**src/rtl/bqr_pkg.sv**
```systemverilog
// Shared widths, opcodes and status codes for the bounded queue with search and remove.
package bqr_pkg;

    localparam int DATA_W        = 8;
    localparam int OP_W          = 2;
    localparam int STATUS_W      = 3;
    localparam int COUNT_W       = 5;
    localparam int CAP_W         = 5;
    localparam int DEPTH_DEFAULT = 16;

    localparam logic [CAP_W-1:0] CAP_RESET = 5'd16;

    localparam logic [OP_W-1:0] OP_PUSH    = 2'd0;
    localparam logic [OP_W-1:0] OP_REMOVE  = 2'd1;
    localparam logic [OP_W-1:0] OP_DUMP    = 2'd2;
    localparam logic [OP_W-1:0] OP_DUMP_IF = 2'd3;

    localparam logic [STATUS_W-1:0] ST_OK        = 3'd0;
    localparam logic [STATUS_W-1:0] ST_FULL      = 3'd1;
    localparam logic [STATUS_W-1:0] ST_NOT_FOUND = 3'd2;
    localparam logic [STATUS_W-1:0] ST_EMPTY     = 3'd3;
    localparam logic [STATUS_W-1:0] ST_MISMATCH  = 3'd4;

endpackage

```
**src/rtl/bqr_store.sv**
```systemverilog
// Entry memory: one write port and one read port with registered read data.
module bqr_store
    import bqr_pkg::*;
#(
    parameter int DEPTH = DEPTH_DEFAULT,
    localparam int AW   = (DEPTH > 1) ? $clog2(DEPTH) : 1
)
(
    input  logic              clk,
    input  logic              wr_en,
    input  logic [AW-1:0]     wr_addr,
    input  logic [DATA_W-1:0] wr_data,
    input  logic              rd_en,
    input  logic [AW-1:0]     rd_addr,
    output logic [DATA_W-1:0] rd_data
);

    logic [DATA_W-1:0] mem [DEPTH];

    always_ff @(posedge clk)
    begin
        if (wr_en)
        begin
            mem[wr_addr] <= wr_data;
        end
    end

    // Read data holds while no read is issued, so a stalled dump keeps its entry.
    always_ff @(posedge clk)
    begin
        if (rd_en)
        begin
            rd_data <= mem[rd_addr];
        end
    end

endmodule
```
**config.mk**
```make
export PLATFORM = sky130hd
export DESIGN_NAME = bqr_store
export DESIGN_NICKNAME = d
export VERILOG_FILES = /design/src/rtl/bqr_pkg.sv /design/src/rtl/bqr_store.sv
export SDC_FILE = /design/constraint.sdc
export NUM_CORES = 1
export LEC_CHECK = 0
export BUFFER_PORTS_ARGS = -buffer_cell sky130_fd_sc_hd__clkbuf_2
export CORE_MARGIN = 3
export CORE_UTILIZATION = 60
export DETAILED_ROUTE_END_ITERATION = 7
export PLACE_DENSITY = 0.85
export SYNTH_ARGS = -nofsm -noshare
export SYNTH_HDL_FRONTEND = slang
export SYNTH_SLANG_ARGS = --single-unit
export TNS_END_PERCENT = 50
```
**constraint.sdc**
```tcl
create_clock -name clk -period 1.96 [get_ports clk]
set_input_delay 0.196 -clock clk [delete_from_list [all_inputs] [get_ports clk]]
set_output_delay 0.196 -clock clk [all_outputs]
set_load 0.03 [all_outputs]
```
==> results.sh <==
export IMPL_drc=0
export IMPL_timing_max_cap_violations=0
export IMPL_grt_busiest_layer="met2"
export IMPL_io_buffer_count=26
export IMPL_antenna_found_initial=0
export IMPL_cts_tree="yes"
export IMPL_fillCellCount=436
export IMPL_crit_type="flip-flop to flip-flop"
export IMPL_grt_max_degree=33
export IMPL_hpwlAfterDp_um=6190
export IMPL_powerDensity_mw_per_mm2=1133
export IMPL_slew_headroom_pct=50.90
export IMPL_rsz0062_at_grt="no"
export IMPL_core_area_sq_mm=0.008341
export IMPL_routedWlPerCell_um=26.55
export IMPL_grt_use_met1_pct=33.28
export IMPL_ys_seq_area_share_pct=78.12
export IMPL_grt_overflow=0
export IMPL_yosys_top_cells_area="edfxtp_1, mux4_2, mux4_1"
export IMPL_grt_pass1_wl_um=16500
export IMPL_clock_latency_ps=530
export IMPL_met3_usage_pct=7.924
export IMPL_drv_slew=0
export IMPL_final_util_pct=74.45
export IMPL_fin_setup_tns_ps=0
export IMPL_clock_sinks=136
export IMPL_cts_setup_buffers=0
export IMPL_synthesis_instances=229
export IMPL_p_leak_uw=0.002128
export IMPL_finalPower_uw=7036
export IMPL_cts_root_buf="clkbuf_8"
export IMPL_syn_nets=248
export IMPL_start_kind="flip-flop"
export IMPL_arrival_ps=1820
export IMPL_grtUsageTotal_pct=24.21
export IMPL_layout_cells_non_filler=401
export IMPL_worst_pin_slew_ps=734.9
export IMPL_finalCritPeriodShare_pct=78.63
export IMPL_cp_max_fo=1
export IMPL_clk_path_buf_depth=2
export IMPL_htreeDepth=4
export IMPL_dieArea_sq_mm=0.009868
export IMPL_via_per_inst=6.374
export IMPL_cts_clk_slew_worst_paths_ps=60
export IMPL_num_vias=2556
export IMPL_gr_usage_met2_pct=35.64
export IMPL_yosys_register_bits=136
export IMPL_cts_buffers=17
export IMPL_area_growth_pct=18.79
export IMPL_ys_warn_count=0
export IMPL_syn_area_sq_mm=0.005228
export IMPL_cts_hold_buf=0
export IMPL_dp_cells=369
export IMPL_die_width_um=99.34
export IMPL_antennaDiodeCount=0
export IMPL_yosysTopAreaCell="edfxtp_1"
export IMPL_ant_nets=0
export IMPL_clock_skew_ps=8.194
export IMPL_outcome="completed"
export IMPL_dr_pass1_iters=5
export IMPL_peakVddDrop_uv=796.5
export IMPL_drt_iter0_drc=264
export IMPL_whs_ps=81.32
export IMPL_critPathCaptureType="flip-flop"
export IMPL_grt_pass1_vias=2678
export IMPL_fp_dieH_um=99.34
export IMPL_ctsResizeCount=0
export IMPL_fin_crit_ps=1541
export IMPL_fin_nets=302
export IMPL_pin_count=27
export IMPL_setup_viol=0
export IMPL_r2r_cells=3
export IMPL_avgSynthCellArea_sq_um=22.83
export IMPL_rows=33
export IMPL_wirelength_um=10650
export IMPL_hold_violations=0
export IMPL_yosys_area_top_type_share_pct=78.12
export IMPL_hold_path_class="input pin to flip-flop"
export IMPL_fmax_ghz=0.6489
export IMPL_place_congestion=0.7741
export IMPL_synth_cell_type_count=18
export IMPL_min_path_cells=1
export IMPL_initial_core_util_pct=62.68
export IMPL_drive_gt1_share_pct=31.76
export IMPL_cp_required_ps=2230
==> worst max-delay path: stages, from the launching register on <==
cell      delay (ps)
edfxtp_1         390
mux4_1           550
a22oi_1          260
nand2_1           80
==> path summary, 6_finish.rpt <==
kind	startpoint	to	slack, ps
max reg2reg	mem[9][2]	rd_data[2]	420
min	rd_en	rd_data[5]	80
max	mem[9][2]	rd_data[2]	420
min reg2reg	mem[15][0]	rd_data[0]	760
==> power by group <==
| group | total (uW) | switching, uW | internal [uW] |
|---|---|---|---|
| combinational | 323 | 196 | 127 |
| clock | 3410 | 1210 | 2210 |
| sequential | 3300 | 22.6 | 3280 |
| total | 7040 | 1420 | 5610 |
==> through the flow <==
stage	cell area, sq um	setup WS (ps)
2_1_floorplan	5228	271.1
3_3_place_gp	5570	180.9
3_5_place_dp	5570	139.6
4_1_cts	6210	436.8
5_1_grt	6210	369.0
6_report	6210	418.9
==> routing by layer <==
layer	wire, um	vias to the layer above
met1	4059	1300
li1	-	1091
met2	5380	142
met3	941	23
met4	265	0
met5	0	-
==> cells in the final DEF, fill, tap and decap left out <==
master | Yosys | final
inv_6 | 0 | 3
nor3_1 | 4 | 4
and2_1 | 1 | 1
and2b_1 | 1 | 1
nor2_1 | 13 | 13
or3b_2 | 1 | 1
clkbuf_2 | 0 | 26
clkinvlp_4 | 0 | 2
nor2b_1 | 1 | 1
mux4_1 | 14 | 14
a22oi_1 | 16 | 16
edfxtp_1 | 136 | 136
clkbuf_16 | 0 | 16
mux4_2 | 18 | 18
clkbuf_1 | 0 | 1
nand3_1 | 1 | 1
buf_12 | 0 | 2
nand2_1 | 9 | 9
clkinv_1 | 0 | 1
clkinv_4 | 0 | 3
buf_4 | 1 | 17
nand2b_1 | 2 | 2
bufinv_16 | 0 | 5
clkbuf_8 | 0 | 1
nand3b_1 | 2 | 2
==> layout make-up <==
class                      count  area, sq um  area share, %
sequential                   136         4084          65.77
multi-input combinational     83         1057          17.03
clock buffer                  18        417.9          6.730
timing repair buffer          45        297.8          4.795
clock inverter                14        221.5          3.566
tap                          105        131.4          2.116
==> Yosys cell counts <==
| cell type | instances |
|---|---|
| a22oi_1 | 16 |
| and2_1 | 1 |
| and2b_1 | 1 |
| buf_2 | 3 |
| buf_4 | 1 |
| buf_6 | 3 |
| clkdlybuf4s25_2 | 3 |
| edfxtp_1 | 136 |
| mux4_1 | 14 |
| mux4_2 | 18 |
| nand2_1 | 9 |
| nand2b_1 | 2 |
| nand3_1 | 1 |
| nand3b_1 | 2 |
| nor2_1 | 13 |
| nor2b_1 | 1 |
| nor3_1 | 4 |
| or3b_2 | 1 |
==> sequential cells by signal (all words and copies together) (netlist names) <==
| name | count |
|---|---|
| mem | 128 |
| rd_data | 8 |
==> kinds of logic after synthesis <==
group,Yosys count,share of synthesized area (%)
muxes,32,14.79
and+or+nand+nor,35,3.136
buffers and inverters,10,1.651
DFF,136,78.12
AOI/OAI and AO/OA,16,2.298
Note: power is estimated with default switching activity, not from simulation.
